### config.mk
export PLATFORM = sky130hd
export DESIGN_NAME = dual_channel_ratio_stability_monitor_core
export DESIGN_NICKNAME = d
export VERILOG_FILES = /design/src/rtl/dcrsm_pkg.sv /design/src/rtl/dual_channel_ratio_stability_monitor_core.sv
export SDC_FILE = /design/constraint.sdc
export NUM_CORES = 2
export LEC_CHECK = 0
export ABC_AREA = 0
export CORE_MARGIN = 2
export CORE_UTILIZATION = 40
export DETAILED_ROUTE_END_ITERATION = 8
export DONT_BUFFER_PORTS = 1
export SYNTH_ARGS = -nofsm -noshare
export SYNTH_HDL_FRONTEND = slang
export SYNTH_SLANG_ARGS = --single-unit
### constraint.sdc
create_clock -name clk -period 9.66 [get_ports clk]
set_input_delay 0.483 -clock clk [delete_from_list [all_inputs] [get_ports clk]]
set_output_delay 0.483 -clock clk [all_outputs]
set_load 0.05 [all_outputs]
### src/rtl/dcrsm_pkg.sv
// ----------------------------------------------------------------------------
// dcrsm_pkg
// Shared types and constants for the dual channel ratio stability monitor.
// ----------------------------------------------------------------------------
package dcrsm_pkg;

  localparam int RATIO_W    = 14;
  localparam int TICK_W     = 17;
  localparam int LIMIT_W    = 10;
  localparam int CFG_ADDR_W = 3;
  localparam int NUM_CH     = 2;
  localparam int NUM_TMR    = 3;
  localparam int PROD_W     = 24;

  localparam logic [LIMIT_W-1:0] BAND_SCALE = 10'd1000;

  localparam int TMR_SETTLE = 0;
  localparam int TMR_STABLE = 1;
  localparam int TMR_TOUT   = 2;

  typedef enum logic [CFG_ADDR_W-1:0] {
    CFG_SETTLE_TICKS  = 3'd0,
    CFG_STABLE_TICKS  = 3'd1,
    CFG_TIMEOUT_TICKS = 3'd2,
    CFG_WARN_LIMIT    = 3'd3,
    CFG_FAULT_LIMIT   = 3'd4
  } cfg_idx_t;

  typedef struct packed {
    logic settled;
    logic stable;
    logic fault;
    logic warn_alarm;
    logic fault_alarm;
  } ch_status_t;

endpackage

### src/rtl/dual_channel_ratio_stability_monitor_core.sv
// ----------------------------------------------------------------------------
// dual_channel_ratio_stability_monitor_core
// Two-channel setpoint/measurement monitor with settle, stable and timeout
// timers per channel; one word in per tick, one status word out per tick.
// ----------------------------------------------------------------------------
// Each accepted input word is one monitor tick. A word is held in an input
// register, evaluated combinationally against the channel state and written to
// the output register, from which the status word is offered; a new word is
// taken every cycle unless the output stalls. The per-tick state update (timers,
// flags, last setpoint) is written with the output register, which sets the rate
// of one word per cycle. Timers count ticks and saturate at TIMER_LIMIT; a tick
// value register above TIMER_LIMIT makes that wait endless. Band limits are in
// tenths of a percent of the setpoint, a limit of zero turns the band off.
module dual_channel_ratio_stability_monitor_core #(
  parameter int TIMER_LIMIT = 99990
) (
  input  logic                              clk,
  input  logic                              rst_n,
  input  logic                              cfg_wr_en,
  input  logic [dcrsm_pkg::CFG_ADDR_W-1:0]  cfg_addr,
  input  logic [dcrsm_pkg::TICK_W-1:0]      cfg_wr_data,
  input  logic                              in_valid,
  output logic                              in_ready,
  input  logic [dcrsm_pkg::RATIO_W-1:0]     in_set_one,
  input  logic [dcrsm_pkg::RATIO_W-1:0]     in_set_two,
  input  logic [dcrsm_pkg::RATIO_W-1:0]     in_meas_one,
  input  logic [dcrsm_pkg::RATIO_W-1:0]     in_meas_two,
  output logic                              out_valid,
  input  logic                              out_ready,
  output logic                              out_all_stable,
  output logic                              out_any_fault,
  output logic                              out_settled_one,
  output logic                              out_stable_one,
  output logic                              out_fault_one,
  output logic                              out_settled_two,
  output logic                              out_stable_two,
  output logic                              out_fault_two,
  output logic                              out_warn_alarm_one,
  output logic                              out_fault_alarm_one,
  output logic                              out_warn_alarm_two,
  output logic                              out_fault_alarm_two
);
  import dcrsm_pkg::*;

  localparam int TW    = $clog2(TIMER_LIMIT + 1);
  localparam int CMP_W = (TW > TICK_W) ? TW : TICK_W;
  localparam logic [TW-1:0] TMR_MAX = TW'(TIMER_LIMIT);

  // configuration
  logic [TICK_W-1:0]  settle_ticks_r, stable_ticks_r, timeout_ticks_r;
  logic [LIMIT_W-1:0] warn_limit_r, fault_limit_r;

  // input stage
  logic               in_vld_r;
  logic [RATIO_W-1:0] set_r  [NUM_CH];
  logic [RATIO_W-1:0] meas_r [NUM_CH];

  // channel state
  logic [RATIO_W-1:0] last_set_r  [NUM_CH];
  logic [RATIO_W-1:0] last_set_nxt[NUM_CH];
  logic               seen_r      [NUM_CH];
  logic               seen_nxt    [NUM_CH];
  logic [TW-1:0]      tmr_cnt_r   [NUM_CH][NUM_TMR];
  logic [TW-1:0]      tmr_cnt_nxt [NUM_CH][NUM_TMR];
  logic               tmr_run_r   [NUM_CH][NUM_TMR];
  logic               tmr_run_nxt [NUM_CH][NUM_TMR];
  ch_status_t         st_r        [NUM_CH];
  ch_status_t         st_nxt      [NUM_CH];

  // output stage
  logic               out_vld_r;
  ch_status_t         out_st_r    [NUM_CH];

  logic               advance;

  // band products
  logic [RATIO_W:0]   diff      [NUM_CH];
  logic [RATIO_W-1:0] dev_mag   [NUM_CH];
  logic [PROD_W-1:0]  dev_scaled[NUM_CH];
  logic [PROD_W-1:0]  warn_span [NUM_CH];
  logic [PROD_W-1:0]  fault_span[NUM_CH];
  logic               out_warn  [NUM_CH];
  logic               out_fault [NUM_CH];

  assign advance  = in_vld_r && (!out_vld_r || out_ready);
  assign in_ready = !in_vld_r || advance;

  always_ff @(posedge clk) begin
    if (!rst_n) begin
      settle_ticks_r  <= '0;
      stable_ticks_r  <= '0;
      timeout_ticks_r <= '0;
      warn_limit_r    <= '0;
      fault_limit_r   <= '0;
    end else if (cfg_wr_en) begin
      case (cfg_addr)
        CFG_SETTLE_TICKS:  settle_ticks_r  <= cfg_wr_data;
        CFG_STABLE_TICKS:  stable_ticks_r  <= cfg_wr_data;
        CFG_TIMEOUT_TICKS: timeout_ticks_r <= cfg_wr_data;
        CFG_WARN_LIMIT:    warn_limit_r    <= cfg_wr_data[LIMIT_W-1:0];
        CFG_FAULT_LIMIT:   fault_limit_r   <= cfg_wr_data[LIMIT_W-1:0];
        default: ;
      endcase
    end
  end

  always_ff @(posedge clk) begin
    if (!rst_n) begin
      in_vld_r <= 1'b0;
    end else if (in_ready) begin
      in_vld_r <= in_valid;
    end
  end

  always_ff @(posedge clk) begin
    if (in_valid && in_ready) begin
      set_r[0]  <= in_set_one;
      set_r[1]  <= in_set_two;
      meas_r[0] <= in_meas_one;
      meas_r[1] <= in_meas_two;
    end
  end

  // out of band iff |meas - set| * 1000 > set * limit, limit nonzero
  always_comb begin
    for (int c = 0; c < NUM_CH; c++) begin
      diff[c]       = {1'b0, meas_r[c]} - {1'b0, set_r[c]};
      dev_mag[c]    = diff[c][RATIO_W] ? RATIO_W'(-diff[c]) : diff[c][RATIO_W-1:0];
      dev_scaled[c] = PROD_W'(dev_mag[c]) * PROD_W'(BAND_SCALE);
      warn_span[c]  = PROD_W'(set_r[c]) * PROD_W'(warn_limit_r);
      fault_span[c] = PROD_W'(set_r[c]) * PROD_W'(fault_limit_r);
      out_warn[c]   = (warn_limit_r != '0) && (dev_scaled[c] > warn_span[c]);
      out_fault[c]  = (fault_limit_r != '0) && (dev_scaled[c] > fault_span[c]);
    end
  end

  always_comb begin
    logic go;
    logic oob;
    go  = 1'b0;
    oob = 1'b0;
    for (int c = 0; c < NUM_CH; c++) begin
      last_set_nxt[c]       = last_set_r[c];
      seen_nxt[c]           = seen_r[c];
      st_nxt[c]             = st_r[c];
      st_nxt[c].warn_alarm  = 1'b0;
      st_nxt[c].fault_alarm = 1'b0;
      for (int k = 0; k < NUM_TMR; k++) begin
        tmr_run_nxt[c][k] = tmr_run_r[c][k];
        if (tmr_run_r[c][k] && (tmr_cnt_r[c][k] < TMR_MAX)) begin
          tmr_cnt_nxt[c][k] = tmr_cnt_r[c][k] + 1'b1;
        end else begin
          tmr_cnt_nxt[c][k] = tmr_cnt_r[c][k];
        end
      end

      if (!seen_r[c] || (last_set_r[c] != set_r[c])) begin
        seen_nxt[c]                = 1'b1;
        last_set_nxt[c]            = set_r[c];
        tmr_cnt_nxt[c][TMR_SETTLE] = '0;
        tmr_run_nxt[c][TMR_SETTLE] = 1'b1;
        tmr_cnt_nxt[c][TMR_STABLE] = '0;
        tmr_run_nxt[c][TMR_STABLE] = 1'b0;
        tmr_cnt_nxt[c][TMR_TOUT]   = '0;
        tmr_run_nxt[c][TMR_TOUT]   = 1'b0;
        st_nxt[c].settled          = 1'b0;
        st_nxt[c].stable           = 1'b0;
        st_nxt[c].fault            = 1'b0;
      end else begin
        go = 1'b1;
        if (!st_r[c].settled) begin
          if (CMP_W'(settle_ticks_r) > CMP_W'(tmr_cnt_nxt[c][TMR_SETTLE])) begin
            go = 1'b0;
          end else begin
            tmr_cnt_nxt[c][TMR_SETTLE] = '0;
            tmr_run_nxt[c][TMR_SETTLE] = 1'b0;
            st_nxt[c].settled          = 1'b1;
          end
        end
        if (go) begin
          oob = out_warn[c] || out_fault[c];
          if (oob) begin
            if (tmr_cnt_nxt[c][TMR_TOUT] == '0) begin
              tmr_run_nxt[c][TMR_TOUT] = 1'b1;
            end
            if (CMP_W'(timeout_ticks_r) <= CMP_W'(tmr_cnt_nxt[c][TMR_TOUT])) begin
              st_nxt[c].warn_alarm     = out_warn[c];
              st_nxt[c].fault_alarm    = out_fault[c];
              tmr_cnt_nxt[c][TMR_TOUT] = '0;
              tmr_run_nxt[c][TMR_TOUT] = 1'b0;
              st_nxt[c].fault          = 1'b1;
            end
            tmr_cnt_nxt[c][TMR_STABLE] = '0;
            tmr_run_nxt[c][TMR_STABLE] = 1'b0;
            st_nxt[c].stable           = 1'b0;
          end else begin
            if (tmr_cnt_nxt[c][TMR_STABLE] == '0) begin
              tmr_run_nxt[c][TMR_STABLE] = 1'b1;
            end
            if (CMP_W'(stable_ticks_r) <= CMP_W'(tmr_cnt_nxt[c][TMR_STABLE])) begin
              tmr_cnt_nxt[c][TMR_STABLE] = '0;
              tmr_run_nxt[c][TMR_STABLE] = 1'b0;
              st_nxt[c].stable           = 1'b1;
            end
            tmr_cnt_nxt[c][TMR_TOUT] = '0;
            tmr_run_nxt[c][TMR_TOUT] = 1'b0;
            st_nxt[c].fault          = 1'b0;
          end
        end
      end
    end
  end

  always_ff @(posedge clk) begin
    if (!rst_n) begin
      for (int c = 0; c < NUM_CH; c++) begin
        last_set_r[c] <= '0;
        seen_r[c]     <= 1'b0;
        st_r[c]       <= '0;
        for (int k = 0; k < NUM_TMR; k++) begin
          tmr_cnt_r[c][k] <= '0;
          tmr_run_r[c][k] <= 1'b0;
        end
      end
    end else if (advance) begin
      for (int c = 0; c < NUM_CH; c++) begin
        last_set_r[c] <= last_set_nxt[c];
        seen_r[c]     <= seen_nxt[c];
        st_r[c]       <= st_nxt[c];
        for (int k = 0; k < NUM_TMR; k++) begin
          tmr_cnt_r[c][k] <= tmr_cnt_nxt[c][k];
          tmr_run_r[c][k] <= tmr_run_nxt[c][k];
        end
      end
    end
  end

  always_ff @(posedge clk) begin
    if (!rst_n) begin
      out_vld_r <= 1'b0;
    end else if (advance) begin
      out_vld_r <= 1'b1;
    end else if (out_ready) begin
      out_vld_r <= 1'b0;
    end
  end

  always_ff @(posedge clk) begin
    if (advance) begin
      for (int c = 0; c < NUM_CH; c++) begin
        out_st_r[c] <= st_nxt[c];
      end
    end
  end

  assign out_valid           = out_vld_r;
  assign out_all_stable      = out_st_r[0].stable && out_st_r[1].stable;
  assign out_any_fault       = out_st_r[0].fault || out_st_r[1].fault;
  assign out_settled_one     = out_st_r[0].settled;
  assign out_stable_one      = out_st_r[0].stable;
  assign out_fault_one       = out_st_r[0].fault;
  assign out_warn_alarm_one  = out_st_r[0].warn_alarm;
  assign out_fault_alarm_one = out_st_r[0].fault_alarm;
  assign out_settled_two     = out_st_r[1].settled;
  assign out_stable_two      = out_st_r[1].stable;
  assign out_fault_two       = out_st_r[1].fault;
  assign out_warn_alarm_two  = out_st_r[1].warn_alarm;
  assign out_fault_alarm_two = out_st_r[1].fault_alarm;

  // alarm pulses only come with a fault state
  a_alarm_implies_fault: assert property (@(posedge clk) disable iff (!rst_n)
    out_valid && (out_warn_alarm_one || out_fault_alarm_one) |-> out_fault_one)
    else $error("channel one alarm without fault");

  // stable and fault are exclusive, both need the settle wait done
  a_state_consistent: assert property (@(posedge clk) disable iff (!rst_n)
    out_valid |-> !(out_stable_two && out_fault_two) &&
                  (out_settled_two || (!out_stable_two && !out_fault_two)))
    else $error("channel two state inconsistent");

  // channel one timeout and channel two stable timers never pass the saturation point
  a_timer_sat: assert property (@(posedge clk) disable iff (!rst_n)
    tmr_cnt_r[0][TMR_TOUT] <= TMR_MAX && tmr_cnt_r[1][TMR_STABLE] <= TMR_MAX)
    else $error("timer above limit");

  // channel one status and channel two last setpoint move only when a word is evaluated
  a_state_hold: assert property (@(posedge clk) disable iff (!rst_n)
    !advance |=> $stable(st_r[0]) && $stable(last_set_r[1]))
    else $error("state changed without a word");

endmodule
# Word-level counts from Yosys, hierarchy flattened
# Memory sizes are Yosys's and may differ from the RTL's.
# Index checks and enable logic that the tools add are counted.
[op_classes]
addsub = 10
mul = 6
order_cmp = 16
n_eq_ne = 6
muxes = 91
bitwise_logic = 18
reduce_logical = 37
[ops]
columns = ["cell", "count"]
rows = [
  ["$mux W17", 20],
  ["$mux W34", 4],
  ["$add A17 B1 Y17 const B", 6],
  ["$lt A17 B17 Y1 const B", 6],
  ["$mux W51", 2],
  ["$gt A24 B24 Y1", 4],
  ["$mul A14 B10 Y24", 4],
  ["$mux W14", 6],
  ["$le A17 B17 Y1", 4],
  ["$logic_not A17 Y1", 4],
  ["$mul A14 B7 Y21 const B", 2],
  ["$mux W1", 39],
  ["$gt A17 B17 Y1", 2],
  ["$sub A14 B14 Y15", 2],
  ["$ne A14 B14 Y1", 2],
  ["$neg A14 Y14", 2],
  ["$mux W2", 10],
  ["$reduce_bool A10 Y1", 2],
  ["$mux W3", 6],
  ["$or A1 B1 Y1", 18],
  ["$logic_and A1 B1 Y1", 13],
  ["$mux W5", 2],
  ["$reduce_and A2 Y1", 5],
  ["$mux W4", 2],
  ["other kinds (7)", 17],
]
[word_totals]
regBits = 73
mem_bits_rw = 214
output_inout_bits = 14
elab_cells = 199
n_memories = 8
[mem_list]
columns = ["memory", "words", "word_bits", "read_ports", "rd_ports_with_merged_regs", "write_ports", "line", "source"]
rows = [
  ["tmr_cnt_r", 2, 51, 2, 0, 2, "dual_channel_ratio_stability_monitor_core.sv:63", "logic [TW-1:0] tmr_cnt_r [NUM_CH][NUM_TMR];"],
  ["last_set_r", 2, 14, 2, 0, 2, "dual_channel_ratio_stability_monitor_core.sv:59", "logic [RATIO_W-1:0] last_set_r [NUM_CH];"],
  ["meas_r", 2, 14, 2, 0, 2, "dual_channel_ratio_stability_monitor_core.sv:56", "logic [RATIO_W-1:0] meas_r [NUM_CH];"],
  ["set_r", 2, 14, 2, 0, 2, "dual_channel_ratio_stability_monitor_core.sv:55", "logic [RATIO_W-1:0] set_r [NUM_CH];"],
  ["out_st_r", 2, 5, 2, 0, 2, "dual_channel_ratio_stability_monitor_core.sv:72", "ch_status_t out_st_r [NUM_CH];"],
  ["st_r", 2, 5, 2, 0, 2, "dual_channel_ratio_stability_monitor_core.sv:67", "ch_status_t st_r [NUM_CH];"],
  ["+2 memories", "n/a", "n/a", "n/a", "n/a", "n/a", "n/a", ""],
]

# Longest topological paths before layout
# An unclocked memory read counts as a cell.
[depth]
depth_word = 12
mapped_depth = 39
ltp_nobuf = 36

# Worst setup path before layout
# Ideal clock, no wire load.
[synth_timing]
path_kind = "flip-flop to flip-flop"
startpoint = "mem set_r[0][0]"
endpoint = "mem tmr_cnt_r[0][10] in the netlist's numbering, data pin"
setup_time_ns = 0.268
t_arrival_ns = 9.031
required_time_ns = 9.392
path_slack_ns = 0.360
stages_incl_launch_ff = 35
path_buffers = 2
period_less_slack_ns = 9.300
path_cell_list = "edfxtp_1 ha_1 fa_1 nand2b_1 a211oi_2 o22ai_1 a22o_1 o31a_1 buf_2 nor2b_1 xnor2_1 fa_1 fa_1 inv_1 fa_1 fa_1 inv_1 ha_1 o21ai_0 a21boi_0 o21ai_0 a21boi_0 o2111ai_1 nand4_1 nand2_1 xnor2_1 ha_1 nand4_1 or4_1 a2111oi_0 a211oi_1 or2_2 a31oi_2 buf_2 nor3_1"
[synth_rtl]
columns = ["item", "line"]
rows = [
  ["start, declared", "dual_channel_ratio_stability_monitor_core.sv:55"],
  ["end, declared", "dual_channel_ratio_stability_monitor_core.sv:63"],
]

==> flow_summary.json <==
{
  "run_status": "finished clean",
  "rr_endpoint": "tmr_cnt_r[0][14]",
  "synth_edf_count": 210,
  "reg2regPathDepth": 33,
  "syn_area_um2": 41700,
  "synth_fp_nets": 5672,
  "final_common_cell": "nand2_1",
  "cts_buffer_depth": 3,
  "ios": 95,
  "cap_viol_max_count": 0,
  "grt_antenna_before_repair": 19,
  "grt_use_total_pct": 21.1,
  "ant_nets": 0,
  "h-tree-depth": 2,
  "ys_types": 97,
  "ys_warn_count": 0,
  "synthToLayoutAreaGrowth_pct": 9.38,
  "mostFrequentLayoutCells": "nand2_1 (629), inv_1 (582), ha_1 (550)",
  "die_area_um2": 107000,
  "die_h_um": 327,
  "holdWs_ps": 35.8,
  "grt_pass1_wl_um": 179000,
  "slowest_delay_ps": 560,
  "cts_tree": "yes",
  "grt_max_degree": 66,
  "rows": 118,
  "clock-sinks": 283,
  "cts_setup_buffers": 0,
  "multi_input_area_um2": 31100,
  "synth_cells": 4583,
  "grt_overflow": 0,
  "synthArstFlopShare_pct": 0,
  "initial_utilization_pct": 40.3,
  "worst-path-max-fanout": 17,
  "dr.pass1.iters": 6,
  "path_buf_inv": 4,
  "worst_ep_arrival_time_ps": 9500,
  "die_w_um": 327,
  "numCtsBuffers": 40,
  "nets": 5691,
  "gp_congestion": 0.884,
  "regArea_um2": 7770,
  "place.port_buffers": 0,
  "clk_latency_ps": 630,
  "crit_required_ps": 10010,
  "hpwl_um": 85700,
  "hold_violations": 0,
  "clkSlewWorstSetupHoldPaths_ps": 60,
  "dpl_cell_area_um2": 43300,
  "fin_area_um2": 45600,
  "core_um2": 103000,
  "num_vias": 32200,
  "startpoint_type": "flip-flop",
  "fillerInstances": 10100,
  "ys_seq_area_share_pct": 18.6,
  "setup_viol": 0,
  "crit_path_end_kind": "flip-flop",
  "cpLargestDelayFamily": "adder cells",
  "dp_slack_ps": 9.43,
  "via_per_inst": 5.34,
  "drv_slew": 0,
  "slowest_stage": "or4_1",
  "timing.final.ws_setup_ps": 508,
  "fin_crit_ps": 9150,
  "startpoint": "set_r[0][0]",
  "synth_seq_cells": 283,
  "crit_type": "flip-flop to flip-flop",
  "cp.depth": 33,
  "relSlewSlack_pct": 22.1,
  "grt_pass1_vias": 32200,
  "endpoint": "tmr_cnt_r[0][14]",
  "cts_root_buf": "clkbuf_16",
  "fin_skew_ps": 34.7,
  "avgSynthCellArea_um2": 9.10,
  "worstMarginPinSlew_ps": 1140,
  "hp-class": "input pin to flip-flop",
  "wl_um": 111000,
  "ys.flop_type": "edfxtp_1",
  "first_iter_violations": 2132,
  "avgRoutedWirePerCell_um": 18.5,
  "period_share_pct": 94.7,
  "rr_startpoint": "set_r[0][0]",
  "reg2reg_setup_slack_ps": 510,
  "cpMostUsedCell": "fa_1",
  "fmax_ghz": 0.109,
  "drc": 0,
  "drive_gt1_share_pct": 4.53
}
==> cells by family (layout without fill, tap and decap cells) <==
kind of cell,count (synthesis),after routing,synth area share [%]
XOR/XNOR,293,293,6.40
flip-flops,283,283,18.6
adder cells (fa/ha/maj),1011,1011,38.5
AO/OA/AOI/OAI,647,647,10.6
AND/OR/NAND/NOR,1575,1575,18.7
multiplexers,9,9,0.219
other,0,9,0
buffers and inverters,765,816,6.93
==> registers in the layout, summed over array words and instances (netlist names) <==
signal           cells
meas_r              28
warn_limit_r        10
fault_limit_r       10
tmr_run_r            6
out_valid            1
tmr_cnt_r          102
out_st_r            10
set_r               28
st_r                 6
timeout_ticks_r     17
in_vld_r             1
settle_ticks_r      17
last_set_r          28
stable_ticks_r      17
seen_r               2
==> synthesized netlist by cell type (109+ instances only) <==
cell type / count / area share, %
nor2_1: 165 / 1.5
nand2_1: 631 / 5.7
fa_1: 458 / 22
ha_1: 550 / 16
clkbuf_1: 167 / 1.5
a21oi_1: 155 / 1.9
and2_1: 246 / 3.7
edfxtp_1: 210 / 15
xor2_1: 127 / 2.7
a21o_1: 109 / 2.0
inv_1: 582 / 5.2
xnor2_1: 156 / 3.3
==> worst register-to-register path: cells and delay by family, from the launching register on <==
| family | cells | cell delay (ps) |
|---|---|---|
| compound gates | 11 | 2560 |
| xor+xnor | 2 | 350 |
| fa+ha+maj | 8 | 3140 |
| buf+inv | 4 | 560 |
| flops | 1 | 400 |
| simple gates | 8 | 1880 |
==> metrics by stage <==
step / TNS [ps] / utilization [%] / cells
4_1_cts: 0 / 44.0 / 6014
3_3_place_gp: 0 / 41.9 / 5858
2_1_floorplan: 0 / - / 4583
5_1_grt: -53.0 / 44.1 / 6015
3_5_place_dp: 0 / 41.9 / 5858
6_report: 0 / 44.1 / 6023
==> metal layers <==
layer | track usage, % | vias up | part of all wire [%]
met2 | 34.5 | 759 | 46
li1 | - | 15400 | -
met1 | 28.7 | 15900 | 45
met5 | 0 | - | 0.11
met4 | 4.83 | 18 | 2.4
met3 | 4.26 | 176 | 6.4
==> final cells by class <==
| type | count | area share (%) |
|---|---|---|
| Inverter | 585 | 4.81 |
| Multi-Input combinational cell | 3535 | 68.2 |
| Timing Repair Buffer | 157 | 3.06 |
| Clock inverter | 19 | 0.496 |
| Tap cell | 1380 | 3.78 |
| Sequential cell | 283 | 17.0 |
| Clock buffer | 55 | 2.52 |
| Antenna cell | 9 | 0.0494 |
==> worst min-delay path by stage <==
stage / endpoint / startpoint / depth (start not counted) / slack [ps]
2_1_floorplan: settle_ticks_r[0] / settle_ticks_r[0] / 2 / 440
3_3_place_gp: timeout_ticks_r[0] / timeout_ticks_r[0] / 2 / 450
3_5_place_dp: timeout_ticks_r[0] / timeout_ticks_r[0] / 2 / 460
4_1_cts: settle_ticks_r[0] / cfg_wr_data[0] / 2 / 0.1
5_1_grt: settle_ticks_r[11] / rst_n / 1 / 6
6_report: settle_ticks_r[0] / cfg_wr_data[0] / 2 / 40
==> what timing repair did <==
action	4_1_cts	5_1_grt
hold buffers	82	0
pin swaps	0	5
setup endpoints to repair	17	76
cloned	0	0
endpoints found under the hold margin	124	0
resized for setup	1	19
Power is not shown: default switching activity piles up to over one toggle a cycle in this logic, so the estimate is an artifact.
